<file path="config.mk">
export PLATFORM = sky130hd
export DESIGN_NAME = lpf_ctrl
export DESIGN_NICKNAME = d
export VERILOG_FILES = /design/src/lpf_pkg.sv /design/src/lpf_ctrl.sv
export SDC_FILE = /design/constraint.sdc
export NUM_CORES = 1
export LEC_CHECK = 0
export ABC_CLOCK_PERIOD_IN_PS = 13800
export BUFFER_PORTS_ARGS = -buffer_cell sky130_fd_sc_hd__clkbuf_2
export CELL_PAD_IN_SITES_DETAIL_PLACEMENT = 0
export CELL_PAD_IN_SITES_GLOBAL_PLACEMENT = 1
export CORE_AREA = 5 5 148 150
export DETAILED_ROUTE_END_ITERATION = 16
export DIE_AREA = 0 0 153 155
export PLACE_DENSITY = 0.84
export SLEW_MARGIN = 15
export SYNTH_ARGS = -nofsm -noshare
export SYNTH_HDL_FRONTEND = slang
export SYNTH_SLANG_ARGS = --single-unit
</file>
<file path="constraint.sdc">
create_clock -name clk -period 13.8 [get_ports clk]
set_input_delay 4.14 -clock clk [delete_from_list [all_inputs] [get_ports clk]]
set_output_delay 4.14 -clock clk [all_outputs]
set_load 0.1 [all_outputs]
</file>
<file path="src/lpf_pkg.sv">
// Shared constants, codes and result type for the length-prefixed packet FIFO.
`default_nettype none
package lpf_pkg;

  localparam int RING_BYTES     = 1024;
  localparam int MAX_PACKET_LEN = 64;
  localparam int PTR_W          = $clog2(RING_BYTES);
  localparam int USED_W         = $clog2(RING_BYTES + 1);
  localparam int CMP_W          = (USED_W > 9) ? USED_W : 9;
  localparam int CNT_W          = 10;
  localparam int LEN_W          = 8;

  localparam logic [2:0] ST_WRITTEN  = 3'd0;
  localparam logic [2:0] ST_REJECTED = 3'd1;
  localparam logic [2:0] ST_DATA     = 3'd2;
  localparam logic [2:0] ST_EMPTY    = 3'd3;
  localparam logic [2:0] ST_SKIPPED  = 3'd4;

  typedef struct packed {
    logic             load;
    logic [2:0]       status;
    logic [7:0]       rbyte;
    logic             last;
    logic [LEN_W-1:0] slen;
    logic [CNT_W-1:0] held;
  } lpf_res_t;

endpackage
`default_nettype wire

</file>
<file path="src/lpf_ctrl.sv">
// Write/read sequencer: packet admission, commit, and ring readout.
`default_nettype none
module lpf_ctrl
  import lpf_pkg::*;
(
  input  wire logic             clk,
  input  wire logic             rst_n,
  input  wire logic             in_valid,
  output logic                  in_ready,
  input  wire logic             in_kind,
  input  wire logic [7:0]       in_data,
  input  wire logic [LEN_W-1:0] in_len,
  input  wire logic [LEN_W-1:0] in_limit,
  input  wire logic             slot_free,
  output lpf_res_t              res,
  output logic                  mem_we,
  output logic [PTR_W-1:0]      mem_waddr,
  output logic [7:0]            mem_wdata,
  output logic                  mem_re,
  output logic [PTR_W-1:0]      mem_raddr,
  input  wire logic [7:0]       mem_rdata
);

  localparam logic [1:0] S_IDLE   = 2'd0;
  localparam logic [1:0] S_WFIRST = 2'd1;
  localparam logic [1:0] S_RLEN   = 2'd2;
  localparam logic [1:0] S_RDATA  = 2'd3;

  localparam logic [1:0] MODE_IDLE = 2'd0;
  localparam logic [1:0] MODE_FILL = 2'd1;
  localparam logic [1:0] MODE_DROP = 2'd2;

  logic [1:0]        st_r, st_nxt;
  logic [1:0]        mode_r, mode_nxt;
  logic [PTR_W-1:0]  wptr_r, wptr_nxt;
  logic [PTR_W-1:0]  rptr_r, rptr_nxt;
  logic [PTR_W-1:0]  fill_r, fill_nxt;
  logic [PTR_W-1:0]  raddr_r, raddr_nxt;
  logic [USED_W-1:0] used_r, used_nxt;
  logic [CNT_W-1:0]  count_r, count_nxt;
  logic [LEN_W-1:0]  btg_r, btg_nxt;
  logic [LEN_W-1:0]  rem_r, rem_nxt;
  logic              pend_r, pend_nxt;
  logic              plast_r, plast_nxt;
  logic [7:0]        data_r, data_nxt;
  logic [LEN_W-1:0]  flen_r, flen_nxt;
  logic [LEN_W-1:0]  limit_r, limit_nxt;
  logic [LEN_W-1:0]  slen_r, slen_nxt;

  logic              accept;
  logic              do_fill;
  logic [7:0]        fill_data;
  logic              load;
  logic              issue;
  logic [CMP_W-1:0]  room;
  logic [CMP_W-1:0]  need;
  logic [USED_W-1:0] dec;
  logic              reject;

  assign in_ready = (st_r == S_IDLE) && slot_free;
  assign accept   = in_valid && in_ready;
  assign load     = pend_r && slot_free;
  assign issue    = (st_r == S_RDATA) && (rem_r != '0) && (!pend_r || load);

  always_comb begin
    room   = CMP_W'(RING_BYTES) - CMP_W'(used_r);
    need   = CMP_W'(in_len) + CMP_W'(1);
    reject = (in_len == '0) || (in_len > LEN_W'(MAX_PACKET_LEN)) || (room <= need);
    dec    = USED_W'(mem_rdata) + USED_W'(1);
  end

  always_comb begin
    st_nxt    = st_r;
    mode_nxt  = mode_r;
    wptr_nxt  = wptr_r;
    rptr_nxt  = rptr_r;
    fill_nxt  = fill_r;
    raddr_nxt = raddr_r;
    used_nxt  = used_r;
    count_nxt = count_r;
    btg_nxt   = btg_r;
    rem_nxt   = rem_r;
    pend_nxt  = pend_r;
    plast_nxt = plast_r;
    data_nxt  = data_r;
    flen_nxt  = flen_r;
    limit_nxt = limit_r;
    slen_nxt  = slen_r;
    res       = '0;
    mem_we    = 1'b0;
    mem_waddr = wptr_r;
    mem_wdata = in_len;
    mem_re    = 1'b0;
    mem_raddr = rptr_r;
    do_fill   = 1'b0;
    fill_data = in_data;

    case (st_r)
      S_IDLE: begin
        if (accept) begin
          if (in_kind) begin
            if (count_r == '0) begin
              res.load   = 1'b1;
              res.status = ST_EMPTY;
              res.last   = 1'b1;
              res.held   = count_r;
            end else begin
              mem_re    = 1'b1;
              mem_raddr = rptr_r;
              limit_nxt = in_limit;
              st_nxt    = S_RLEN;
            end
          end else begin
            case (mode_r)
              MODE_DROP: begin
                btg_nxt = (btg_r == '0) ? '0 : btg_r - LEN_W'(1);
                if (btg_r <= LEN_W'(1)) begin
                  mode_nxt = MODE_IDLE;
                end
              end
              MODE_FILL: begin
                do_fill = 1'b1;
              end
              default: begin
                if (reject) begin
                  res.load   = 1'b1;
                  res.status = ST_REJECTED;
                  res.last   = 1'b1;
                  res.slen   = in_len;
                  res.held   = count_r;
                  if (in_len > LEN_W'(1)) begin
                    btg_nxt  = in_len - LEN_W'(1);
                    mode_nxt = MODE_DROP;
                  end
                end else begin
                  mem_we    = 1'b1;
                  mem_waddr = wptr_r;
                  mem_wdata = in_len;
                  fill_nxt  = wptr_r + PTR_W'(1);
                  btg_nxt   = in_len;
                  flen_nxt  = in_len;
                  data_nxt  = in_data;
                  mode_nxt  = MODE_FILL;
                  st_nxt    = S_WFIRST;
                end
              end
            endcase
          end
        end
      end
      S_WFIRST: begin
        if (slot_free) begin
          do_fill   = 1'b1;
          fill_data = data_r;
          st_nxt    = S_IDLE;
        end
      end
      S_RLEN: begin
        if (slot_free) begin
          count_nxt = count_r - CNT_W'(1);
          used_nxt  = (used_r >= dec) ? used_r - dec : '0;
          rptr_nxt  = rptr_r + PTR_W'(1) + PTR_W'(mem_rdata);
          if ((mem_rdata > limit_r) || (mem_rdata == '0) ||
              (mem_rdata > 8'(MAX_PACKET_LEN))) begin
            res.load   = 1'b1;
            res.status = ST_SKIPPED;
            res.last   = 1'b1;
            res.slen   = mem_rdata;
            res.held   = count_r - CNT_W'(1);
            st_nxt     = S_IDLE;
          end else begin
            rem_nxt   = mem_rdata;
            raddr_nxt = rptr_r + PTR_W'(1);
            slen_nxt  = mem_rdata;
            st_nxt    = S_RDATA;
          end
        end
      end
      S_RDATA: begin
        if (issue) begin
          mem_re    = 1'b1;
          mem_raddr = raddr_r;
          raddr_nxt = raddr_r + PTR_W'(1);
          rem_nxt   = rem_r - LEN_W'(1);
          plast_nxt = (rem_r == LEN_W'(1));
        end
        if (load) begin
          res.load   = 1'b1;
          res.status = ST_DATA;
          res.rbyte  = mem_rdata;
          res.last   = plast_r;
          res.slen   = slen_r;
          res.held   = count_r;
          if (plast_r) begin
            st_nxt = S_IDLE;
          end
        end
        pend_nxt = issue || (pend_r && !load);
      end
      default: begin
        st_nxt = S_IDLE;
      end
    endcase

    if (do_fill) begin
      mem_we    = 1'b1;
      mem_waddr = fill_r;
      mem_wdata = fill_data;
      fill_nxt  = fill_r + PTR_W'(1);
      btg_nxt   = btg_r - LEN_W'(1);
      if (btg_r == LEN_W'(1)) begin
        wptr_nxt   = fill_r + PTR_W'(1);
        count_nxt  = count_r + CNT_W'(1);
        used_nxt   = used_r + USED_W'(flen_r) + USED_W'(1);
        mode_nxt   = MODE_IDLE;
        res.load   = 1'b1;
        res.status = ST_WRITTEN;
        res.last   = 1'b1;
        res.slen   = flen_r;
        res.held   = count_r + CNT_W'(1);
      end
    end
  end

  always_ff @(posedge clk) begin
    if (!rst_n) begin
      st_r    <= S_IDLE;
      mode_r  <= MODE_IDLE;
      wptr_r  <= '0;
      rptr_r  <= '0;
      fill_r  <= '0;
      raddr_r <= '0;
      used_r  <= '0;
      count_r <= '0;
      btg_r   <= '0;
      rem_r   <= '0;
      pend_r  <= 1'b0;
      plast_r <= 1'b0;
    end else begin
      st_r    <= st_nxt;
      mode_r  <= mode_nxt;
      wptr_r  <= wptr_nxt;
      rptr_r  <= rptr_nxt;
      fill_r  <= fill_nxt;
      raddr_r <= raddr_nxt;
      used_r  <= used_nxt;
      count_r <= count_nxt;
      btg_r   <= btg_nxt;
      rem_r   <= rem_nxt;
      pend_r  <= pend_nxt;
      plast_r <= plast_nxt;
    end
  end

  always_ff @(posedge clk) begin
    data_r  <= data_nxt;
    flen_r  <= flen_nxt;
    limit_r <= limit_nxt;
    slen_r  <= slen_nxt;
  end

  a_pend_in_rdata: assert property (@(posedge clk) disable iff (!rst_n)
    pend_r |-> st_r == S_RDATA)
    else $error("read pending outside data readout");

  a_fill_count: assert property (@(posedge clk) disable iff (!rst_n)
    mode_r == MODE_FILL |-> btg_r != '0)
    else $error("fill mode with no bytes to go");

  a_used_bound: assert property (@(posedge clk) disable iff (!rst_n)
    used_r <= USED_W'(RING_BYTES))
    else $error("ring occupancy exceeds capacity");

  a_rlen_nonempty: assert property (@(posedge clk) disable iff (!rst_n)
    st_r == S_RLEN |-> count_r != '0)
    else $error("length fetch with no committed packet");

  a_load_free: assert property (@(posedge clk) disable iff (!rst_n)
    res.load |-> slot_free)
    else $error("result loaded into an occupied output slot");

endmodule
`default_nettype wire

</file>
======== Word-level counts from Yosys, hierarchy flattened ========
Cells that the tools add are included.
Widths: inputs -> output; s select.
operators by class
  magnitude comparators ................... 7
  equal/unequal tests ..................... 22
  add/subtract/negate cells ............... 16
  bitwise gates (word level) .............. 5
  mux-type cells .......................... 98
  reductions and logical operators ........ 34
operator list
  cell                   count
  $mux 10                18
  $mux 19                7
  $mux 8                 15
  $pmux 19 s3            1
  $mux 11                5
  $add 10x1->10 const B  5
  $mux 2                 18
  $mux 4                 9
  $pmux 8 s2             2
  $mux 31                1
  $logic_not 8->1        3
  $sub 8x1->8 const B    3
  $pmux 10 s2            1
  $add 8x1->9 const B    2
  $ne 2x2->1 const B     9
  $eq 8x1->1 const B     2
  $gt 8x7->1 const B     2
  $mux 1                 16
  $reduce_and 5->1       3
  $pmux 4 s3             1
  $add 11x1->11 const B  1
  $add 11x8->11          1
  $ge 11x9->1            1
  $le 11x9->1            1
  other kinds (28)       55
word-level totals
  output and inout bits ................... 62
  bits in registers ....................... 115
  word-level logic and storage cells ...... 198

======== Logic depth before layout (Yosys ltp) ========
Gate-level depths: netlist (run 1).
  word-level depth ........................ 10
  depth in mapped cells ................... 14

======== Least setup slack after synthesis (run 1) ========
OpenSTA, ideal clock, no wires.
  path type ............................... input to output
  start ................................... in slot_free
  end ..................................... out res[16] in the netlist's numbering
  slack ................................... 0.696 ns
  data required time ...................... 9.660 ns
  stages on the path ...................... 7
  arrival ................................. 8.964 ns
  buffers on the path ..................... 1
  path through ............................ clkbuf_1 > inv_1 > nor2_1 > nand4_1 > nor2_2 > a222oi_1 > o21ai_0
RTL lines
  item                line            text
  start: declaration  lpf_ctrl.sv:14  input wire logic slot_free,
  end: declaration    lpf_ctrl.sv:15  output lpf_res_t res,

==> flow_summary.toml, run 1 <==
[status]
status = "complete, no violations"

[pwr]
leakage_nw = 4.25
p_per_area_mw_per_mm2 = 139
vdd_drop_max_v = 0.0000824
total_power_mw = 1.43

[synth]
synth_compound_area_frac = 0.235
async_flop_share = 0
synth.distinct_cells = 82
synth_top_family_by_area = "compound AO/OA/AOI/OAI gates"
syn_area_mm2 = 0.00907
yosys_warnings = 0
synthMuxAreaShare = 0.0323
synth-xor-area-share = 0.0686
synth-simple-area-share = 0.226
synth.net_count = 1236
synth_edf_count = 32
synthFlopType = "dfxtp_1"
synth.avg_cell_area_um2 = 8.03
ys_ff_latch = 115
seq_area_frac_synth = 0.289
netlist_instances = 1130
yosys.area_share.adder = 0.0977

[critical_path]
cp_cell_sequence = "clkbuf_2 > ha_1 > nand3_1 > xnor2_1 > ha_1 > a211oi_1 > o21ai_0 > a221oi_1 > o22ai_4 > nor2_2 > a2111oi_0 > o21ai_1 > clkbuf_2"
ff2ff_path_depth = 14
cp-start-kind = "input pin"
path_max_fanout = 16
end_kind = "output pin"
cp.required_ns = 9.66
timing.rr.end = "fill_r[1]"
reg2reg_slack_ns = 9.66
r2r-start = "used_r[1]"
cp.arrival_ns = 7.96
max_stage_delay_ns = 0.56
worstSetupPathType = "in -> out"
critPathSlowestCell = "nor2_2"

[timing]
hold_violations = 0
fin_tns_setup_ns = 0
final.min_clock_period_ns = 12.10
relSlewSlack = 0.234
fin_crit_sh = 0.877
fmax_ghz = 0.0826
grt_setup_unrepaired = "no"
fin_ws_ns = 1.70
clock_skew_ns = 0.00810
final-setup-viol-count = 0
tightest_slew_ns = 1.14
drv_slew = 0

[floorplan]
placeableCoreArea_mm2 = 0.0206
fp-row-count = 53
die_area_mm2 = 0.0237
dieHeight_um = 155
die_x_um = 153
initial_core_util = 0.441
pin_count = 99

[clock_tree]
cts_root_buffer = "clkbuf_16"
cts.sinks = 115
hold_buffers = 0
worstSkewPairLatency_ns = 0.42
post_cts_buffers = 0
cts_buffers = 17
path_clk_slew_ns = 0.06
cts_buffer_depth = 2
post_cts_resize_count = 0
cts_tree = "done"
htreeDepth = 4

[drt]
firstDrtPassIters = 6
vias = 8831
totalWireLength_mm = 27.5
drc_errors = 0
viasPerCell = 5.96
drt-wirelength-per-cell_um = 18.5
first_iter_violations = 641
antenna_left = 0

[global_route]
antenna_found_initial = 0
overflow = 0
track_usage = 0.229
grt_max_degree = 68
grt_pass1_vias = 8506
grt_pass1_wl_mm = 44.3

[placement]
dp_hpwl_mm = 19.8
place_area_mm2 = 0.00973
port_buffers = 98
pre_cts_slack_ns = 1.78
gp_congestion = 0.913

[hold_path]
min_to = "btg_r[7]"
min_from = "btg_r[7]"
hold_path_depth = 2
hp-class = "reg -> reg"

[flow_run]
cap_violations = 0

[cells_and_area]
fin_area_mm2 = 0.0103
n_antenna_cell = 0
nNetsFinal = 1300
layout-drive-gt1-share = 0.140
areaGrowthSynthToFinish_pct = 14.0
fin_util = 0.503
-- critical path, delay by kind of cell --
kind	cells	cell delay [ns]
fa+ha+maj	2	0.57
compound gates	6	1.67
simple gates	2	0.67
xor+xnor	1	0.14
buf+inv	2	0.75
-- placed cells by master, fill, tap and decap left out, drive strengths merged, types with 32 or more instances in the layout --
| cell | n |
|---|---|
| nand2 | 126 |
| clkbuf | 115 |
| nor2 | 108 |
| dfxtp | 83 |
| ha | 66 |
| a21oi | 63 |
| o21ai | 62 |
| inv | 55 |
| nand3 | 49 |
| xnor2 | 44 |
| edfxtp | 32 |
-- cells in the mapped netlist (all sizes together) (11+ instances only) --
master | n | share of area
buf | 19 | 0.010
xor2 | 27 | 0.026
nand4b | 11 | 0.011
o21a | 20 | 0.017
o211ai | 18 | 0.015
dfxtp | 83 | 0.18
nor2 | 108 | 0.046
nand4 | 15 | 0.010
o21ai | 62 | 0.035
nor4 | 15 | 0.010
clkbuf | 46 | 0.019
nand2 | 126 | 0.052
xnor2 | 44 | 0.042
mux2i | 18 | 0.020
a21oi | 63 | 0.035
nand3 | 49 | 0.028
a31oi | 15 | 0.010
ha | 66 | 0.091
inv | 52 | 0.022
and3 | 24 | 0.017
nor3 | 26 | 0.014
a211oi | 28 | 0.024
edfxtp | 32 | 0.11
-- sequential cells by signal, indices dropped and copies added (netlist names) --
signal / count
rptr_r: 10
st_r: 2
mode_r: 2
pend_r: 1
raddr_r: 10
btg_r: 8
count_r: 10
rem_r: 8
limit_r: 8
wptr_r: 10
slen_r: 8
flen_r: 8
plast_r: 1
data_r: 8
fill_r: 10
used_r: 11
-- through the flow --
stage                     hold WS, ns  cells
after floorplan                 0.454   1130
after global placement          0.465   1450
after detailed placement        0.476   1450
after CTS                       0.485   1482
after global routing            0.504   1482
final                           0.482   1482
-- per-layer routing --
metal  share of wire  vias up  global-route usage  wire [µm]
li1                -     4305                   -          -
met1            0.45     4217               0.302      12500
met2            0.46      265               0.376      12700
met3           0.061       44              0.0439       1670
met4           0.024        0              0.0806        655
met5               0        -                   0          0
-- cell type report --
class	count	area [µm²]
flip-flops and latches	115	2620
multi-input cells	898	5990
well taps	275	344
fillers	2001	10200
inverters	52	198
clock buffers	17	425
repair buffers	110	581
clock inverters	15	183
-- cells by family (layout without fill, tap and decap cells) --
kind of cell / count (synthesis) / after routing
XOR/XNOR: 71 / 71
multiplexers: 28 / 28
flip-flops: 115 / 115
adder cells (fa/ha/maj): 69 / 69
AO/OA/AOI/OAI: 306 / 306
AND/OR/NAND/NOR: 424 / 424
buffers and inverters: 117 / 194
-- power by group --
part | switching (mW) | leakage, nW | internal (mW) | total (mW)
combinational | 0.393 | 3.00 | 0.150 | 0.543
clock | 0.172 | 0.288 | 0.285 | 0.457
sequential | 0.0472 | 0.959 | 0.385 | 0.432
-- how the worst max path moves through the flow --
stage               from       to  slack [ns]  depth (start not counted)
6_report       in_len[0]  res[18]        1.70                         13
5_1_grt        in_len[0]  res[18]        1.35                         13
4_1_cts        in_len[0]  res[18]        1.76                         13
3_5_place_dp   in_len[0]  res[18]        1.78                         13
3_3_place_gp   in_len[0]  res[18]        1.83                         13
2_1_floorplan  slot_free  res[16]        0.70                          7
No activity file was read; power rests on OpenSTA's default activity.
==> inputs of run 2 (changes only) <==
--- a/config.mk
+++ b/config.mk
@@ -10,6 +10,7 @@
 export CELL_PAD_IN_SITES_DETAIL_PLACEMENT = 0
 export CELL_PAD_IN_SITES_GLOBAL_PLACEMENT = 1
 export CORE_AREA = 5 5 148 150
+export CTS_BUF_LIST = sky130_fd_sc_hd__clkbuf_8
 export DETAILED_ROUTE_END_ITERATION = 16
 export DIE_AREA = 0 0 153 155
 export PLACE_DENSITY = 0.84
==> constraint.sdc (replaced) <==
create_clock -name clk -period 13.8 [get_ports clk]
set_input_delay 4.14 -clock clk [delete_from_list [all_inputs] [get_ports clk]]
set_output_delay 4.14 -clock clk [all_outputs]
set_load 0.02 [all_outputs]
==> flow_summary.toml, run 2 (synthesis results as in run 1) <==
[critical_path]
cp-start-kind = "input pin"
r2r-start = "used_r[1]"
cp_cell_sequence = "clkbuf_2 > ha_1 > nand3_1 > xnor2_1 > ha_1 > a211oi_1 > o21ai_0 > a221oi_1 > o22ai_4 > o21ai_1 > nand2_1 > a31oi_1 > clkbuf_2"
cp.arrival_ns = 7.69
crit_buf_inv = 2
timing.rr.end = "fill_r[1]"
cp.required_ns = 9.66
path_max_fanout = 16
reg2reg_slack_ns = 9.65
ff2ff_path_depth = 14
worstSetupPathType = "in -> out"
end_kind = "output pin"
critPathSlowestCell = "a221oi_1"
max_stage_delay_ns = 0.53
cp_top_family = "compound AO/OA/AOI/OAI gates"

[global_route]
grt_max_degree = 68
grt_pass1_vias = 8436
overflow = 0
antenna_found_initial = 0
track_usage = 0.228
grt_pass1_wl_mm = 44.3

[floorplan]
placeableCoreArea_mm2 = 0.0206
die_x_um = 153
pin_count = 99
dieHeight_um = 155
die_area_mm2 = 0.0237
fp-row-count = 53
initial_core_util = 0.441

[hold_path]
min_from = "btg_r[7]"
hp-class = "reg -> reg"
min_to = "btg_r[7]"
hold_path_depth = 2

[drt]
vias = 8821
viasPerCell = 5.94
drc_errors = 0
drt-wirelength-per-cell_um = 18.4
totalWireLength_mm = 27.3
antenna_left = 0
firstDrtPassIters = 5
first_iter_violations = 806

[cells_and_area]
mostFrequentLayoutCells = "nand2_1 (126), nor2_1 (106), clkbuf_2 (98), dfxtp_1 (83), ha_1 (66)"
largest-register = "used_r"
areaGrowthSynthToFinish_pct = 12.1
largest_reg_flops = 11
layout-drive-gt1-share = 0.140
fin_area_mm2 = 0.0102
nNetsFinal = 1301
layout_commonest_cell = "nand2_1"
stdcell_count = 1484

[clock_tree]
post_cts_buffers = 0
cts_buffer_depth = 2
htreeDepth = 4
cts_tree = "done"
hold_buffers = 0
cts.sinks = 115
post_cts_resize_count = 0
cts_buffers = 17
worstSkewPairLatency_ns = 0.45
path_clk_slew_ns = 0.08
cts_root_buffer = "clkbuf_8"

[placement]
pre_cts_slack_ns = 2.03
gp_congestion = 0.894
dp_hpwl_mm = 19.8
place_area_mm2 = 0.00974
placed_cells = 1451
port_buffers = 98

[timing]
fin_crit_sh = 0.857
fin_ws_ns = 1.97
grt_setup_unrepaired = "no"
final-setup-viol-count = 0
hold_violations = 0
fin_tns_setup_ns = 0
drv_slew = 0
final.min_clock_period_ns = 11.83
clock_skew_ns = 0.0120
fmax_ghz = 0.0845
tightest_slew_ns = 1.15
relSlewSlack = 0.230

[pwr]
leakage_nw = 4.18
total_power_mw = 1.20
p_per_area_mw_per_mm2 = 118
vdd_drop_max_v = 0.0000663

[status]
status = "complete, no violations"

[flow_run]
cap_violations = 0
==> run 2: worst max-delay path by stage <==
| stage | cells after the start | from | end |
|---|---|---|---|
| finish | 13 | in_len[0] | res[6] |
| detailed placement | 13 | in_len[0] | res[6] |
| global route | 13 | in_len[0] | res[18] |
| global placement | 13 | in_len[0] | res[18] |
| CTS | 13 | in_len[0] | res[6] |
| floorplan | 12 | in_len[2] | res[16] |
==> run 2: metal layers <==
layer	track usage	wire (µm)
met1	0.308	12600
met4	0.0810	669
met5	0	0
met2	0.367	12400
met3	0.0417	1660
==> run 2: area by class of cell <==
class / count / area (µm²)
diodes: 1 / 2.50
repair buffers: 111 / 588
clock buffers: 17 / 234
inverters: 52 / 198
fillers: 2078 / 10400
clock inverters: 15 / 193
multi-input cells: 898 / 5990
flip-flops and latches: 115 / 2620
well taps: 275 / 344
==> run 2: worst min-delay path: stages, from the launching register on <==
cell and delay, ns:
dfxtp_1 0.31, o21ai_0 0.07, a21oi_1 0.06
==> run 2: stage by stage <==
step	util	hold slack (ns)
3_5_place_dp	0.474	0.481
4_1_cts	0.495	0.492
5_1_grt	0.495	0.527
2_1_floorplan	-	0.454
3_3_place_gp	0.474	0.465
6_report	0.495	0.491
==> run 2: report_power, final <==
group	switching, mW	internal, mW
sequential	0.0473	0.384
clock	0.153	0.195
combinational	0.268	0.151
total	0.468	0.730
==> inputs of run 3 (changes only) <==
==> constraint.sdc (replaced) <==
create_clock -name clk -period 13.8 [get_ports clk]
set_input_delay 4.14 -clock clk [delete_from_list [all_inputs] [get_ports clk]]
set_output_delay 4.14 -clock clk [all_outputs]
set_load 0.1 [all_outputs]
==> flow_summary.toml, run 3 (synthesis results as in run 1) <==
[status]
status = "complete, no violations"

[timing]
fin_tns_setup_ns = 0
fin_ws_ns = 1.75
relSlewSlack = 0.245
final-setup-viol-count = 0
final.min_clock_period_ns = 12.05
fin_crit_sh = 0.873
holdWs_ns = 0.486
hold_violations = 0
fmax_ghz = 0.0830
clock_skew_ns = 0.0121
grt_setup_unrepaired = "no"
tightest_slew_ns = 1.12
drv_slew = 0

[cells_and_area]
largest-register = "used_r"
layout_commonest_cell = "nand2_1"
largest_reg_flops = 11
fillCellCount = 2029
n_antenna_cell = 0
mostFrequentLayoutCells = "nand2_1 (126), nor2_1 (106), clkbuf_2 (98), dfxtp_1 (83), ha_1 (66)"
layout-drive-gt1-share = 0.140
nNetsFinal = 1300
areaGrowthSynthToFinish_pct = 11.9

[floorplan]
placeableCoreArea_mm2 = 0.0206
dieHeight_um = 155
initial_core_util = 0.441
fp-row-count = 53
die_x_um = 153
die_area_mm2 = 0.0237
pin_count = 99

[critical_path]
path_max_fanout = 16
worstSetupPathType = "in -> out"
end_kind = "output pin"
cp-start-kind = "input pin"
cp.required_ns = 9.66
cp.arrival_ns = 7.91

[clock_tree]
worstSkewPairLatency_ns = 0.46
post_cts_buffers = 0
cts_buffer_depth = 2
post_cts_resize_count = 0
cts_root_buffer = "clkbuf_8"
htreeDepth = 4
cts_tree = "done"
hold_buffers = 0
cts_buffers = 17
path_clk_slew_ns = 0.08
cts.sinks = 115

[placement]
pre_cts_slack_ns = 1.78
port_buffers = 98
gp_congestion = 0.913
dp_hpwl_mm = 19.8

[drt]
firstDrtPassIters = 6
drt-wirelength-per-cell_um = 18.4
vias = 8801
viasPerCell = 5.94
totalWireLength_mm = 27.3
drc_errors = 0
antenna_left = 0
first_iter_violations = 672

[hold_path]
hp-class = "reg -> reg"

[pwr]
leakage_nw = 4.16
vdd_drop_max_v = 0.0000698
total_power_mw = 1.31
p_per_area_mw_per_mm2 = 129

[global_route]
track_usage = 0.227
grt_pass1_vias = 8451
overflow = 0
grt_max_degree = 68
antenna_found_initial = 0
grt_pass1_wl_mm = 44.0

[flow_run]
cap_violations = 0
run 3: per-stage QoR:
stage	utilization	instances	area, µm²
final	0.494	1482	10100
after global routing	0.494	1482	10100
after CTS	0.494	1482	10100
after detailed placement	0.473	1450	9730
after global placement	0.473	1450	9730
after floorplan	-	1130	9070
run 3: final cells by class:
class,count,area [µm²],share of cell area
clock buffers,17,234,0.0231
multi-input cells,898,5990,0.590
inverters,52,198,0.0195
repair buffers,110,581,0.0572
flip-flops and latches,115,2620,0.258
well taps,275,344,0.0339
clock inverters,15,183,0.0180
run 3: worst max-delay path, stage by stage:
cell,delay [ns]
clkbuf_2,0.24
ha_1,0.28
nand3_1,0.11
xnor2_1,0.14
ha_1,0.29
a211oi_1,0.24
o21ai_0,0.13
a221oi_1,0.54
o22ai_4,0.30
nor2_2,0.55
a2111oi_0,0.15
o21ai_1,0.28
clkbuf_2,0.51
run 3: worst paths after layout:
check	slack, ns	to	from	cells past startpoint
max	1.75	res[18]	in_len[0]	13
min	0.49	btg_r[7]	btg_r[7]	2
max reg2reg	9.65	fill_r[8]	used_r[1]	14
min reg2reg	0.49	btg_r[7]	btg_r[7]	2
run 3: layer usage:
metal  up-vias  GRT usage  wire, µm  share of wire
li1       4306          -         -              -
met1      4149      0.301     12300           0.45
met2       302      0.372     12600           0.46
met3        44     0.0451      1790          0.066
met4         0     0.0776       613          0.022
met5         -          0         0              0
run 3: power breakdown:
part	internal (mW)	leakage (nW)	switching [mW]
Sequential	0.384	0.959	0.0472
Clock	0.180	0.201	0.160
Combinational	0.150	3.00	0.392
